File: src/rtl/kbl_pkg.sv
package kbl_pkg;

    // operation codes carried in the request tuser
    localparam logic [2:0] OP_LINE_BYTE = 3'd0;
    localparam logic [2:0] OP_TICK      = 3'd1;
    localparam logic [2:0] OP_START_RX  = 3'd2;
    localparam logic [2:0] OP_TRANSMIT  = 3'd3;
    localparam logic [2:0] OP_CONNECT   = 3'd4;

    // error codes
    localparam logic [2:0] ERR_NONE      = 3'd0;
    localparam logic [2:0] ERR_TIMEOUT   = 3'd1;
    localparam logic [2:0] ERR_BAD_COMPL = 3'd2;
    localparam logic [2:0] ERR_BAD_CNT   = 3'd3;
    localparam logic [2:0] ERR_TOO_LONG  = 3'd4;
    localparam logic [2:0] ERR_BAD_SYNC  = 3'd5;

    // configuration register indexes
    localparam logic [1:0] REG_FIRST_TO = 2'd0;
    localparam logic [1:0] REG_BYTE_TO  = 2'd1;
    localparam logic [1:0] REG_MAX_LEN  = 2'd2;

    localparam logic [15:0] FIRST_TO_RST = 16'd2000;
    localparam logic [15:0] BYTE_TO_RST  = 16'd1000;
    localparam logic [6:0]  MAX_LEN_RST  = 7'd64;

    localparam logic [7:0] COMPL_MASK = 8'hFF;
    localparam logic [1:0] SYNC_LEN   = 2'd3;

    // link engine modes
    typedef enum logic [5:0] {
        M_IDLE     = 6'b000001,
        M_CONN     = 6'b000010,
        M_CONN_BAD = 6'b000100,
        M_RECV     = 6'b001000,
        M_TXWAIT   = 6'b010000,
        M_TXREADY  = 6'b100000
    } t_mode;

    // one result item, first field highest
    typedef struct packed {
        logic       busy_res;
        logic [7:0] counter_now;
        logic       link_up;
        logic [2:0] error_code;
        logic       block_done;
        logic [5:0] rx_index;
        logic [7:0] rx_byte;
        logic       rx_valid;
        logic [7:0] tx_byte;
        logic       tx_valid;
    } t_result;

    localparam int RES_BITS  = $bits(t_result);
    localparam int RES_BYTES = (RES_BITS + 7) / 8;
    localparam int OUT_BITS  = RES_BYTES * 8;

    // expected sync byte at a position of the connect sequence
    function automatic logic [7:0] sync_byte(input logic [1:0] pos);
        logic [7:0] b;
        unique case (pos)
            2'd0:    b = 8'h55;
            2'd1:    b = 8'h01;
            2'd2:    b = 8'h8A;
            default: b = 8'h00;
        endcase
        return b;
    endfunction

endpackage

File: src/rtl/kline_block_link_unit.sv
// channel   | dir | signals                          | contents
// ----------+-----+----------------------------------+----------------------------------
// request   | in  | i_s_tvalid/o_s_tready            | tdata: data[7:0]; tlast: last;
//           |     | i_s_tdata/i_s_tlast/i_s_tuser    | tuser: operation[2:0]
// result    | out | o_m_tvalid/i_m_tready/o_m_tdata  | one result per request, see port
// config    | in  | psel/penable/pwrite/paddr/pwdata | APB, regs at 0x0, 0x4, 0x8
//
// each request is folded into the link state in the cycle it is accepted, and its
// result appears in the output register on the next cycle: one request per cycle.
// the output register decouples the sides; a new request is taken while the held
// result is being taken in the same cycle.
// a stall on the result side holds the output register and drops o_s_tready.
// reset (synchronous, active low) puts the engine idle, clears the block counter
// and loads the timeout and length registers with their defaults.
module kline_block_link_unit #(
    parameter int MAX_BLOCK = 64
) (
    input  logic                           i_clk,
    input  logic                           i_rst_n,
    // request stream
    input  logic                           i_s_tvalid,
    output logic                           o_s_tready,
    input  logic [7:0]                     i_s_tdata,   // data[7:0]
    input  logic                           i_s_tlast,
    input  logic [2:0]                     i_s_tuser,   // operation[2:0]
    // result stream
    output logic                           o_m_tvalid,
    input  logic                           i_m_tready,
    // tx_valid[0] tx_byte[8:1] rx_valid[9] rx_byte[17:10] rx_index[23:18]
    // block_done[24] error_code[27:25] link_up[28] counter_now[36:29]
    // busy_res[37] zero[39:38]
    output logic [kbl_pkg::OUT_BITS-1:0]   o_m_tdata,
    // configuration
    input  logic                           psel,
    input  logic                           penable,
    input  logic                           pwrite,
    input  logic [3:0]                     paddr,
    input  logic [31:0]                    pwdata,
    output logic [31:0]                    prdata,
    output logic                           pready
);
    import kbl_pkg::*;

    localparam logic [7:0] MaxBlk = 8'(MAX_BLOCK);

    // state
    t_mode       r_mode,        n_mode;
    logic [6:0]  r_byte_count,  n_byte_count;
    logic [6:0]  r_block_len,   n_block_len;
    logic [7:0]  r_block_cnt,   n_block_cnt;
    logic [15:0] r_wait_timer,  n_wait_timer;
    logic        r_connected,   n_connected;
    logic [7:0]  r_sent_byte,   n_sent_byte;
    logic        r_sent_last,   n_sent_last;

    logic [15:0] r_first_to;
    logic [15:0] r_byte_to;
    logic [6:0]  r_max_len;

    logic        r_out_valid;
    t_result     r_out;
    t_result     n_out;

    logic        accept;
    logic        cfg_wr;
    logic [2:0]  op;
    logic [7:0]  din;
    logic        waiting;
    logic [7:0]  lim;
    logic [8:0]  size;
    logic [7:0]  cnt;
    logic [7:0]  pos_next;
    logic        ok;
    logic        sync_bad;
    logic [2:0]  err;
    logic        done;

    assign op     = i_s_tuser;
    assign din    = i_s_tdata;
    assign accept = i_s_tvalid && o_s_tready;

    // handshake and output register
    assign o_s_tready = !r_out_valid || i_m_tready;
    assign o_m_tvalid = r_out_valid;
    assign o_m_tdata  = OUT_BITS'(r_out);

    // configuration port
    assign pready = 1'b1;
    assign cfg_wr = psel && penable && pwrite && pready;

    always_comb begin
        unique case (paddr[3:2])
            REG_FIRST_TO: prdata = {16'd0, r_first_to};
            REG_BYTE_TO:  prdata = {16'd0, r_byte_to};
            REG_MAX_LEN:  prdata = {25'd0, r_max_len};
            default:      prdata = 32'd0;
        endcase
    end

    always_ff @(posedge i_clk) begin
        if (!i_rst_n) begin
            r_first_to <= FIRST_TO_RST;
            r_byte_to  <= BYTE_TO_RST;
            r_max_len  <= MAX_LEN_RST;
        end else if (cfg_wr) begin
            unique case (paddr[3:2])
                REG_FIRST_TO: r_first_to <= pwdata[15:0];
                REG_BYTE_TO:  r_byte_to  <= pwdata[15:0];
                REG_MAX_LEN:  r_max_len  <= pwdata[6:0];
                default: ;
            endcase
        end
    end

    // helpers for the receive path
    assign waiting  = (r_mode == M_CONN) || (r_mode == M_CONN_BAD) ||
                      (r_mode == M_RECV) || (r_mode == M_TXWAIT);
    assign lim      = ({1'b0, r_max_len} < MaxBlk) ? {1'b0, r_max_len} : MaxBlk;
    assign size     = {1'b0, din} + 9'd1;
    assign cnt      = {1'b0, r_byte_count} + 8'd1;
    assign pos_next = cnt;
    assign sync_bad = (r_byte_count < 7'(SYNC_LEN)) &&
                      (din != sync_byte(r_byte_count[1:0]));

    // link engine next state and result
    always_comb begin
        n_mode       = r_mode;
        n_byte_count = r_byte_count;
        n_block_len  = r_block_len;
        n_block_cnt  = r_block_cnt;
        n_wait_timer = r_wait_timer;
        n_connected  = r_connected;
        n_sent_byte  = r_sent_byte;
        n_sent_last  = r_sent_last;
        n_out        = '0;
        err          = ERR_NONE;
        done         = 1'b0;
        ok           = 1'b1;

        unique case (op)
            OP_CONNECT: begin
                n_block_cnt  = 8'd0;
                n_byte_count = 7'd0;
                n_block_len  = 7'(SYNC_LEN);
                n_wait_timer = r_first_to;
                n_mode       = M_CONN;
            end
            OP_START_RX: begin
                n_byte_count = 7'd0;
                n_block_len  = 7'd0;
                n_wait_timer = r_first_to;
                n_mode       = M_RECV;
            end
            OP_TRANSMIT: begin
                if (r_mode == M_IDLE || r_mode == M_TXREADY) begin
                    n_out.tx_valid = 1'b1;
                    n_out.tx_byte  = din;
                    n_sent_byte    = din;
                    n_sent_last    = i_s_tlast;
                    if (i_s_tlast) begin
                        done        = 1'b1;
                        n_block_cnt = r_block_cnt + 8'd1;
                        n_mode      = M_IDLE;
                    end else begin
                        n_wait_timer = r_byte_to;
                        n_mode       = M_TXWAIT;
                    end
                end
            end
            OP_TICK: begin
                if (waiting) begin
                    if (r_wait_timer <= 16'd1) begin
                        n_wait_timer = 16'd0;
                        err          = ERR_TIMEOUT;
                        n_connected  = 1'b0;
                        n_mode       = M_IDLE;
                    end else begin
                        n_wait_timer = r_wait_timer - 16'd1;
                    end
                end
            end
            OP_LINE_BYTE: begin
                if (r_mode == M_CONN || r_mode == M_CONN_BAD) begin
                    // sync byte of the connect sequence
                    n_out.rx_valid = 1'b1;
                    n_out.rx_byte  = din;
                    n_out.rx_index = r_byte_count[5:0];
                    if (sync_bad) begin
                        n_mode = M_CONN_BAD;
                    end
                    n_byte_count = pos_next[6:0];
                    n_wait_timer = r_byte_to;
                    if (pos_next >= 8'(SYNC_LEN)) begin
                        n_out.tx_valid = 1'b1;
                        n_out.tx_byte  = din ^ COMPL_MASK;
                        n_block_cnt    = r_block_cnt + 8'd1;
                        if (r_mode == M_CONN && !sync_bad) begin
                            n_connected = 1'b1;
                            done        = 1'b1;
                            n_mode      = M_IDLE;
                        end else begin
                            err         = ERR_BAD_SYNC;
                            n_connected = 1'b0;
                            n_mode      = M_IDLE;
                        end
                    end
                end else if (r_mode == M_RECV) begin
                    // block byte: length, counter, then payload
                    if (cnt == 8'd1) begin
                        if (size > {1'b0, lim}) begin
                            err    = ERR_TOO_LONG;
                            n_mode = M_IDLE;
                            ok     = 1'b0;
                        end else begin
                            n_block_len = size[6:0];
                        end
                    end else if (cnt == 8'd2 && din != r_block_cnt) begin
                        err         = ERR_BAD_CNT;
                        n_connected = 1'b0;
                        n_mode      = M_IDLE;
                        ok          = 1'b0;
                    end
                    if (ok) begin
                        n_out.rx_valid = 1'b1;
                        n_out.rx_byte  = din;
                        n_out.rx_index = r_byte_count[5:0];
                        n_byte_count   = cnt[6:0];
                        n_wait_timer   = r_byte_to;
                        if (cnt < {1'b0, n_block_len}) begin
                            n_out.tx_valid = 1'b1;
                            n_out.tx_byte  = din ^ COMPL_MASK;
                        end else begin
                            done        = 1'b1;
                            n_block_cnt = r_block_cnt + 8'd1;
                            n_mode      = M_IDLE;
                        end
                    end
                end else if (r_mode == M_TXWAIT) begin
                    // partner's complement of the byte just sent
                    if (din == (r_sent_byte ^ COMPL_MASK)) begin
                        n_mode = M_TXREADY;
                    end else begin
                        err         = ERR_BAD_COMPL;
                        n_connected = 1'b0;
                        n_mode      = M_IDLE;
                    end
                end
            end
            default: ;
        endcase

        n_out.block_done  = done;
        n_out.error_code  = err;
        n_out.link_up     = n_connected;
        n_out.counter_now = n_block_cnt;
        n_out.busy_res    = (n_mode != M_IDLE);
    end

    // state registers
    always_ff @(posedge i_clk) begin
        if (!i_rst_n) begin
            r_mode       <= M_IDLE;
            r_byte_count <= 7'd0;
            r_block_len  <= 7'd0;
            r_block_cnt  <= 8'd0;
            r_wait_timer <= 16'd0;
            r_connected  <= 1'b0;
            r_sent_byte  <= 8'd0;
            r_sent_last  <= 1'b0;
        end else if (accept) begin
            r_mode       <= n_mode;
            r_byte_count <= n_byte_count;
            r_block_len  <= n_block_len;
            r_block_cnt  <= n_block_cnt;
            r_wait_timer <= n_wait_timer;
            r_connected  <= n_connected;
            r_sent_byte  <= n_sent_byte;
            r_sent_last  <= n_sent_last;
        end
    end

    // result register
    always_ff @(posedge i_clk) begin
        if (!i_rst_n) begin
            r_out_valid <= 1'b0;
        end else if (o_s_tready) begin
            r_out_valid <= i_s_tvalid;
        end
    end

    always_ff @(posedge i_clk) begin
        if (accept) begin
            r_out <= n_out;
        end
    end

    // checks
    a_connect_clears: assert property (@(posedge i_clk) disable iff (!i_rst_n)
        (accept && op == OP_CONNECT) |=> (r_mode == M_CONN && r_block_cnt == 8'd0))
        else $error("connect request did not clear the block counter");

    a_err_not_done: assert property (@(posedge i_clk) disable iff (!i_rst_n)
        r_out_valid |-> !(r_out.block_done && r_out.error_code != ERR_NONE))
        else $error("block done reported together with an error");

    a_err_idle: assert property (@(posedge i_clk) disable iff (!i_rst_n)
        (r_out_valid && r_out.error_code != ERR_NONE) |-> !r_out.busy_res)
        else $error("engine still busy after an error");

    a_err_drops_link: assert property (@(posedge i_clk) disable iff (!i_rst_n)
        (r_out_valid && (r_out.error_code == ERR_TIMEOUT ||
                         r_out.error_code == ERR_BAD_COMPL ||
                         r_out.error_code == ERR_BAD_CNT ||
                         r_out.error_code == ERR_BAD_SYNC)) |-> !r_out.link_up)
        else $error("link kept after a link error");

    a_tx_byte_zero: assert property (@(posedge i_clk) disable iff (!i_rst_n)
        (r_out_valid && !r_out.tx_valid) |-> (r_out.tx_byte == 8'd0))
        else $error("tx byte set without tx valid");

endmodule
File: config.mk
export PLATFORM = sky130hd
export DESIGN_NAME = kline_block_link_unit
export DESIGN_NICKNAME = d
export VERILOG_FILES = /design/src/rtl/kbl_pkg.sv /design/src/rtl/kline_block_link_unit.sv
export SDC_FILE = /design/constraint.sdc
export NUM_CORES = 1
export LEC_CHECK = 0
export BUFFER_PORTS_ARGS = -buffer_cell sky130_fd_sc_hd__buf_2
export CORE_AREA = 2 2 123 125
export CTS_CLUSTER_SIZE = 12
export DETAILED_ROUTE_END_ITERATION = 10
export DIE_AREA = 0 0 125 127
export PLACE_DENSITY = 0.77
export SLEW_MARGIN = 5
export SYNTH_ARGS = -nofsm -noshare
export SYNTH_HDL_FRONTEND = slang
export SYNTH_SLANG_ARGS = --single-unit
export TNS_END_PERCENT = 10
File: constraint.sdc
create_clock -name i_clk -period 9.15 [get_ports i_clk]
set_input_delay 1.3725 -clock i_clk [delete_from_list [all_inputs] [get_ports i_clk]]
set_output_delay 1.3725 -clock i_clk [all_outputs]
set_load 0.1 [all_outputs]
After elaboration in Yosys (flattened, before gate mapping)
Cells that the tools add are included.

word-level totals
  latch bits = 0
  word-level logic and storage cells = 178
  output and inout bits = 75
  memory bits (writable) = 0
  memories kept = 0
  flip-flop bits (word level) = 131
  bits in read-only memories = 0

cells by class
  divide/modulo/power cells = 0
  equality and inequality tests = 27
  $lt $le $gt $ge = 6
  bitwise gates (word level) = 2
  shift-type cells = 0
  $add $sub $neg = 4
  multipliers = 0
  mux-type cells = 91
  reductions and logical operators = 27

operators by type and width
  kind                   number
  $mux 16                7
  $mux 6                 14
  $mux 7                 11
  $mux 24                3
  $pmux 16 s4            1
  $mux 8                 7
  $pmux 16 s3            1
  $pmux 8 s3             2
  $pmux 6 s5             1
  $mux 9                 3
  $mux 1                 25
  $pmux 7 s3             1
  $mux 3                 6
  $pmux 9 s2             1
  $le 16x1->1 const B    1
  $ne 8x8->1             2
  $not 8->8              2
  $sub 16x1->16 const B  1
  $pmux 7 s2             1
  $ne 2x2->1 const B     5
  $add 8x1->9 const B    1
  $gt 9x7->1             1
  $add 7x1->8 const B    1
  $add 8x1->8 const B    1
  other kinds (37)       58

Logic depth before layout (Yosys ltp)
  depth in word-level cells = 15
  gate-level depth with buffers = 20

Worst setup path after synthesis
Ideal clock, no wire load.

  path kind = input port to flip-flop
  from = in i_s_tdata[4]
  to = reg r_block_cnt[5]
  cell stages on the path = 19
  slack = 3,191 ps
  arrival = 5,858 ps
  setup time = 101 ps
  path through = clkbuf_1 and3_1 nand3_1 xnor2_1 ha_1 o21a_1 o22ai_1 a21oi_1 nor3_2 mux2i_1 ha_1 a21o_1 a211o_1 or4_1 nor4_1 a211oi_1 a311oi_1 nor2_1 o41ai_1

between the ends
  cells in the longest elaborated chain, start to end = 13

ends and longest elaborated chain
  what                  RTL line                      text
  from (decl)           kline_block_link_unit.sv:23   input logic [7:0] i_s_tdata,
  $add 8x1->9           kline_block_link_unit.sv:119  assign size = {1'b0, din} + 9'd1;
  $gt 9x7->1            kline_block_link_unit.sv:210  if (size > {1'b0, lim}) begin
  $mux 7                kline_block_link_unit.sv:210
  $mux 7                kline_block_link_unit.sv:209  if (cnt == 8'd1) begin
  $mux 7                kline_block_link_unit.sv:207  end else if (r_mode == M_RECV) begin
  $mux 7                kline_block_link_unit.sv:183  if (r_mode == M_CONN || r_mode == M_CONN_BAD) begin
  $mux 7                kline_block_link_unit.sv:140  unique case (op)
  $lt 8x7->1            kline_block_link_unit.sv:229  if (cnt < {1'b0, n_block_len}) begin
  $mux 8                kline_block_link_unit.sv:229
  $mux 8 (*)            kline_block_link_unit.sv:223  if (ok) begin
  $mux 8 (*)            kline_block_link_unit.sv:207
  $mux 8 (*)            kline_block_link_unit.sv:183
  $pmux 8 s3 (*)        kline_block_link_unit.sv:140
  to (signal assigned)  kline_block_link_unit.sv:274  r_block_cnt <= n_block_cnt;
  to (decl)             kline_block_link_unit.sv:50   logic [7:0] r_block_cnt, n_block_cnt;

Every way passes the cells marked *; elsewhere a longest branch is shown, timed or not. The select of a mux whose other input is x is not followed.
A chain may end at the register's enable or synchronous reset.

Worst setup path after layout
  from = in i_s_tdata[0]
  to = reg r_block_cnt[5]

Same word-level chain as after synthesis.

==> report_table.html <==
<table>
<tr><th>Metric</th><th>Value</th></tr>
<tr><th colspan="2">Outcome</th></tr>
<tr><td>Run status</td><td>finished clean</td></tr>
<tr><th colspan="2">Floorplanning</th></tr>
<tr><td>X dimension of the die</td><td>125 um</td></tr>
<tr><td>Initial core utilization</td><td>54.2%</td></tr>
<tr><td>Site Rows</td><td>44</td></tr>
<tr><td>Die ar.</td><td>15900 um2</td></tr>
<tr><td>Height of the die</td><td>127 um</td></tr>
<tr><td>Core ar.</td><td>14400 um2</td></tr>
<tr><td>Count of boundary I/O pins</td><td>130</td></tr>
<tr><th colspan="2">Worst setup path</th></tr>
<tr><td>CP Launch Type</td><td>input port</td></tr>
<tr><td>R2R Setup Slk</td><td>3.82 ns</td></tr>
<tr><td>CP arrival</td><td>7.09 ns</td></tr>
<tr><td>Cell-by-cell trace of the critical path</td><td>buf_2 &gt; ha_1 &gt; nand3_1 &gt; xnor2_1 &gt; ha_1 &gt; a211oi_1 &gt; o211a_1 &gt; a21oi_1 &gt; nor3_2 &gt; mux2i_1 &gt; ha_1 &gt; a21o_1 &gt; a211o_1 &gt; or4_1 &gt; nor4_1 &gt; a211oi_1 &gt; buf_4 &gt; a311oi_1 &gt; nor2_1 &gt; o41ai_1</td></tr>
<tr><td>Largest fanout on the critical path</td><td>14</td></tr>
<tr><td>WP data required</td><td>9.48 ns</td></tr>
<tr><td>R2R cell count</td><td>18</td></tr>
<tr><td>Crit path from</td><td>i_s_tdata[0]</td></tr>
<tr><td>Beginning of the worst register-to-register path</td><td>r_max_len[6]</td></tr>
<tr><td>Delay of the slowest cell on the worst path</td><td>0.67 ns</td></tr>
<tr><td>Max stage delay cell, worst path</td><td>sky130_fd_sc_hd__a311oi_1</td></tr>
<tr><td>Class of the most critical setup path</td><td>in -&gt; reg</td></tr>
<tr><td>Destination of the worst register-to-register timing path</td><td>r_block_cnt[5]</td></tr>
<tr><td>Critical path endpoint category</td><td>flip-flop</td></tr>
<tr><td>Most prevalent standard cell on the critical path</td><td>sky130_fd_sc_hd__ha_1</td></tr>
<tr><td>Last element of the critical path</td><td>r_block_cnt[5]</td></tr>
<tr><th colspan="2">Timing</th></tr>
<tr><td>Max Clk Rate</td><td>148 MHz</td></tr>
<tr><td>Clk_skew</td><td>0.00962 ns</td></tr>
<tr><td>Setup WS post-layout</td><td>2.40 ns</td></tr>
<tr><td>Max-slew violation count</td><td>0</td></tr>
<tr><td>Minimum clock period after layout</td><td>6.75 ns</td></tr>
<tr><td>RSZ-0062 raised after global routing</td><td>false</td></tr>
<tr><td>Setup total negative slack</td><td>0 ns</td></tr>
<tr><td>Setup Viol. Count Final</td><td>0</td></tr>
<tr><td>Remaining max-slew budget at the tightest pin</td><td>22.8%</td></tr>
<tr><td>Fin. Hold Viols</td><td>0</td></tr>
<tr><td>Slew at the pin with the worst max-slew slack</td><td>1.15 ns</td></tr>
<tr><td>Final critical-path share of the clock period</td><td>73.8%</td></tr>
<tr><th colspan="2">Clocking</th></tr>
<tr><td>Cts hold-fix bufs</td><td>0</td></tr>
<tr><td>CTS tree</td><td>built</td></tr>
<tr><td>TritonCTS Buffers</td><td>17</td></tr>
<tr><td>Maximum count of clock buffers along a single path</td><td>2</td></tr>
<tr><td>H-tree depth reported by CTS</td><td>4</td></tr>
<tr><td>CTS resizes</td><td>0</td></tr>
<tr><td>Root buf cell</td><td>sky130_fd_sc_hd__clkbuf_16</td></tr>
<tr><td>Total number of clock tree sinks</td><td>131</td></tr>
<tr><td>Clock slew at reported path FFs</td><td>0.06 ns</td></tr>
<tr><td>Setup fix buffers added after clock tree synthesis</td><td>0</td></tr>
<tr><td>Clock latency reported for the late side of the worst-skew pair</td><td>0.43 ns</td></tr>
<tr><th colspan="2">Detailed routing</th></tr>
<tr><td>Antenna viol nets, final</td><td>0</td></tr>
<tr><td>Drc violations</td><td>0</td></tr>
<tr><td>Vias per cell</td><td>6.17</td></tr>
<tr><td>Router iterations before antenna repair</td><td>6</td></tr>
<tr><td>WL/cell</td><td>17.1 um</td></tr>
<tr><td>Initial detailed-routing violation count</td><td>815</td></tr>
<tr><td>Drt total wl</td><td>20500 um</td></tr>
<tr><td>Total vias in the final route</td><td>7410</td></tr>
<tr><th colspan="2">Place</th></tr>
<tr><td>Count of input and output buffers</td><td>92</td></tr>
<tr><td>Detailed Place HPWL</td><td>13900 um</td></tr>
<tr><td>Worst setup slack before clock tree synthesis</td><td>2.09 ns</td></tr>
<tr><td>Final GP Congestion</td><td>0.917</td></tr>
<tr><td>Dpl cells</td><td>1169</td></tr>
<tr><th colspan="2">Synthesis</th></tr>
<tr><td>Top flip-flop cell by instance count after synthesis</td><td>sky130_fd_sc_hd__dfxtp_1</td></tr>
<tr><td>Cell area after synthesis</td><td>7820 um2</td></tr>
<tr><td>Xor and xnor fraction of the mapped netlist area</td><td>3.14%</td></tr>
<tr><td>Number of synthesized register bits</td><td>131</td></tr>
<tr><td>Yosys top cell area share</td><td>23.8%</td></tr>
<tr><td>Complex-gate fraction of the synthesized area</td><td>19.9%</td></tr>
<tr><td>Synth warn</td><td>0</td></tr>
<tr><td>Mapped Avg Cell Area</td><td>8.24 um2</td></tr>
<tr><td>Combinational family with the most area after synthesis</td><td>simple AND/OR/NAND/NOR gates</td></tr>
<tr><td>Fraction of the mapped netlist area in simple logic gates</td><td>23.4%</td></tr>
<tr><td>Unique masters post-synth</td><td>76</td></tr>
<tr><td>Post-synth top area cell</td><td>sky130_fd_sc_hd__dfxtp_1</td></tr>
<tr><td>Post-Syn Instances</td><td>949</td></tr>
<tr><td>Synth Area in Adders</td><td>3.52%</td></tr>
<tr><td>Register area share after synthesis</td><td>38.4%</td></tr>
<tr><td>FFs w/ async S/R, synth</td><td>0%</td></tr>
<tr><td>Number of flops mapped to enable cells by yosys</td><td>38</td></tr>
<tr><td>Proportion of synthesized area in mux cells</td><td>5.54%</td></tr>
<tr><td>Largest cells by area after synthesis</td><td>sky130_fd_sc_hd__dfxtp_1 (24%), sky130_fd_sc_hd__edfxtp_1 (15%), sky130_fd_sc_hd__nand2_1 (6.4%)</td></tr>
<tr><th colspan="2">Finish</th></tr>
<tr><td>Share of final-layout standard cells stronger than drive strength 1</td><td>14.8%</td></tr>
<tr><td>Number of standard cells in the final layout excluding fillers</td><td>1201</td></tr>
<tr><td>ANT cells</td><td>0</td></tr>
<tr><td>Synthesis-to-layout area growth</td><td>13.2%</td></tr>
<tr><td>Most common library cell in the layout ignoring fill and taps</td><td>sky130_fd_sc_hd__nand2_1</td></tr>
<tr><td>Commonest non-fill, non-tap cells in the layout</td><td>sky130_fd_sc_hd__nand2_1 (133), sky130_fd_sc_hd__dfxtp_1 (93), sky130_fd_sc_hd__buf_2 (92)</td></tr>
<tr><td>Filler instances</td><td>1290</td></tr>
<tr><td>Post-layout net count</td><td>1081</td></tr>
<tr><th colspan="2">Power</th></tr>
<tr><td>Leakage power of the design</td><td>3.53 nW</td></tr>
<tr><td>Max VDD drop</td><td>0.115 mV</td></tr>
<tr><td>Total power density per cell area</td><td>182 nW/um2</td></tr>
<tr><th colspan="2">Global routing</th></tr>
<tr><td>Overall Global Routing Usage</td><td>25.6%</td></tr>
<tr><td>Via count of the first global-routing pass</td><td>6747</td></tr>
<tr><td>Antenna violations before repair</td><td>0</td></tr>
<tr><td>GRT Residual Overflow</td><td>0</td></tr>
<tr><td>Largest net degree at the start of global routing</td><td>66</td></tr>
<tr><td>Global-route wire length before repair</td><td>33400 um</td></tr>
<tr><th colspan="2">Flow run</th></tr>
<tr><td>Max-capacitance violation count</td><td>0</td></tr>
<tr><th colspan="2">Hold path</th></tr>
<tr><td>Class of the tightest hold or removal check</td><td>reg -&gt; reg</td></tr>
</table>
-- state kept, by name, indices dropped and copies added, names as in the netlist --
register,count
o_m_tdata,38
r_byte_to,16
r_first_to,16
r_wait_timer,16
r_block_cnt,8
r_sent_byte,8
r_block_len,7
r_byte_count,7
r_max_len,7
r_mode,6
o_m_tvalid,1
r_connected,1
-- kinds of logic after synthesis --
logic type,count (synthesis)
mux,43
simple gates,385
other cells,2
buf+inv,104
xor+xnor,28
compound gates,234
flops,131
fa+ha+maj,22
-- Yosys cell counts (4+ instances only) --
| master | n |
|---|---|
| sky130_fd_sc_hd__nand3b_1 | 4 |
| sky130_fd_sc_hd__nor2b_1 | 5 |
| sky130_fd_sc_hd__a222oi_1 | 7 |
| sky130_fd_sc_hd__nor3_1 | 23 |
| sky130_fd_sc_hd__ha_1 | 22 |
| sky130_fd_sc_hd__o211ai_1 | 11 |
| sky130_fd_sc_hd__o22ai_1 | 6 |
| sky130_fd_sc_hd__and3_1 | 7 |
| sky130_fd_sc_hd__nand2b_1 | 5 |
| sky130_fd_sc_hd__nor2_1 | 88 |
| sky130_fd_sc_hd__or3_1 | 4 |
| sky130_fd_sc_hd__a211oi_1 | 11 |
| sky130_fd_sc_hd__a21oi_1 | 49 |
| sky130_fd_sc_hd__mux2i_1 | 41 |
| sky130_fd_sc_hd__or4_1 | 5 |
| sky130_fd_sc_hd__o21ai_0 | 40 |
| sky130_fd_sc_hd__a32o_1 | 8 |
| sky130_fd_sc_hd__xnor2_1 | 17 |
| sky130_fd_sc_hd__nor4_1 | 11 |
| sky130_fd_sc_hd__edfxtp_1 | 38 |
| sky130_fd_sc_hd__and2_1 | 19 |
| sky130_fd_sc_hd__a22oi_1 | 5 |
| sky130_fd_sc_hd__xor2_1 | 11 |
| sky130_fd_sc_hd__or2_2 | 6 |
| sky130_fd_sc_hd__dfxtp_1 | 93 |
| sky130_fd_sc_hd__o2111ai_1 | 4 |
| sky130_fd_sc_hd__inv_1 | 19 |
| sky130_fd_sc_hd__a221o_1 | 4 |
| sky130_fd_sc_hd__nand2_1 | 133 |
| sky130_fd_sc_hd__nand4_1 | 15 |
| sky130_fd_sc_hd__a21o_1 | 6 |
| sky130_fd_sc_hd__clkbuf_1 | 59 |
| sky130_fd_sc_hd__nand3_1 | 40 |
| sky130_fd_sc_hd__o21ai_1 | 28 |
| sky130_fd_sc_hd__a31oi_1 | 12 |
| sky130_fd_sc_hd__buf_4 | 19 |
-- where the power goes --
part	total [mW]	switching, mW	internal, mW
Sequential	0.628	0.0126	0.615
Combinational	0.309	0.240	0.0687
Clock	0.676	0.274	0.403
-- area by class of cell --
class	count	area (um2)	area share [%]
Tap cell	184	230	2.60
Clock buffer	17	425	4.80
Inverter	20	75.1	0.848
Clock inverter	15	156	1.77
Timing Repair Buffer	103	543	6.13
Sequential cell	131	3000	33.9
Multi-Input combinational cell	731	4420	49.9
-- per-layer routing --
layer / up-vias / global-route usage, % / wire length, um
met4: 0 / 10.7 / 380
met2: 362 / 41.8 / 9770
met3: 35 / 5.28 / 1710
met5: - / 0 / 0
met1: 3473 / 33.2 / 8680
li1: 3540 / - / -
-- stage by stage --
| stage | cell area (um2) | hold slack, ns | utilization (%) | power (mW) |
|---|---|---|---|---|
| 2_1_floorplan | 7890 | 0.423 | - | 0.893 |
| 4_1_cts | 8860 | 0.453 | 61.4 | 1.61 |
| 3_5_place_dp | 8270 | 0.445 | 57.4 | 0.944 |
| 6_report | 8860 | 0.452 | 61.4 | 1.61 |
| 5_1_grt | 8860 | 0.483 | 61.4 | 1.67 |
| 3_3_place_gp | 8270 | 0.432 | 57.4 | 0.941 |
-- critical path, delay by kind of cell --
family	cells	cell delay, ns
AO/OA/AOI/OAI	8	2.15
multiplexers	1	0.33
XOR/XNOR	1	0.34
adder cells (fa/ha/maj)	3	0.90
buffers and inverters	2	0.48
AND/OR/NAND/NOR	5	1.48
-- how the worst min path moves through the flow --
| stage | startpoint | end | slack [ns] | cells after the start |
|---|---|---|---|---|
| 3_5_place_dp | r_wait_timer[8] | r_wait_timer[8] | 0.45 | 2 |
| 6_report | r_wait_timer[8] | r_wait_timer[8] | 0.45 | 2 |
| 3_3_place_gp | r_wait_timer[8] | r_wait_timer[8] | 0.43 | 2 |
| 4_1_cts | r_wait_timer[8] | r_wait_timer[8] | 0.45 | 2 |
| 5_1_grt | r_wait_timer[8] | r_wait_timer[8] | 0.48 | 2 |
| 2_1_floorplan | r_wait_timer[8] | r_wait_timer[8] | 0.42 | 2 |
(Power assumes the default switching activity.)
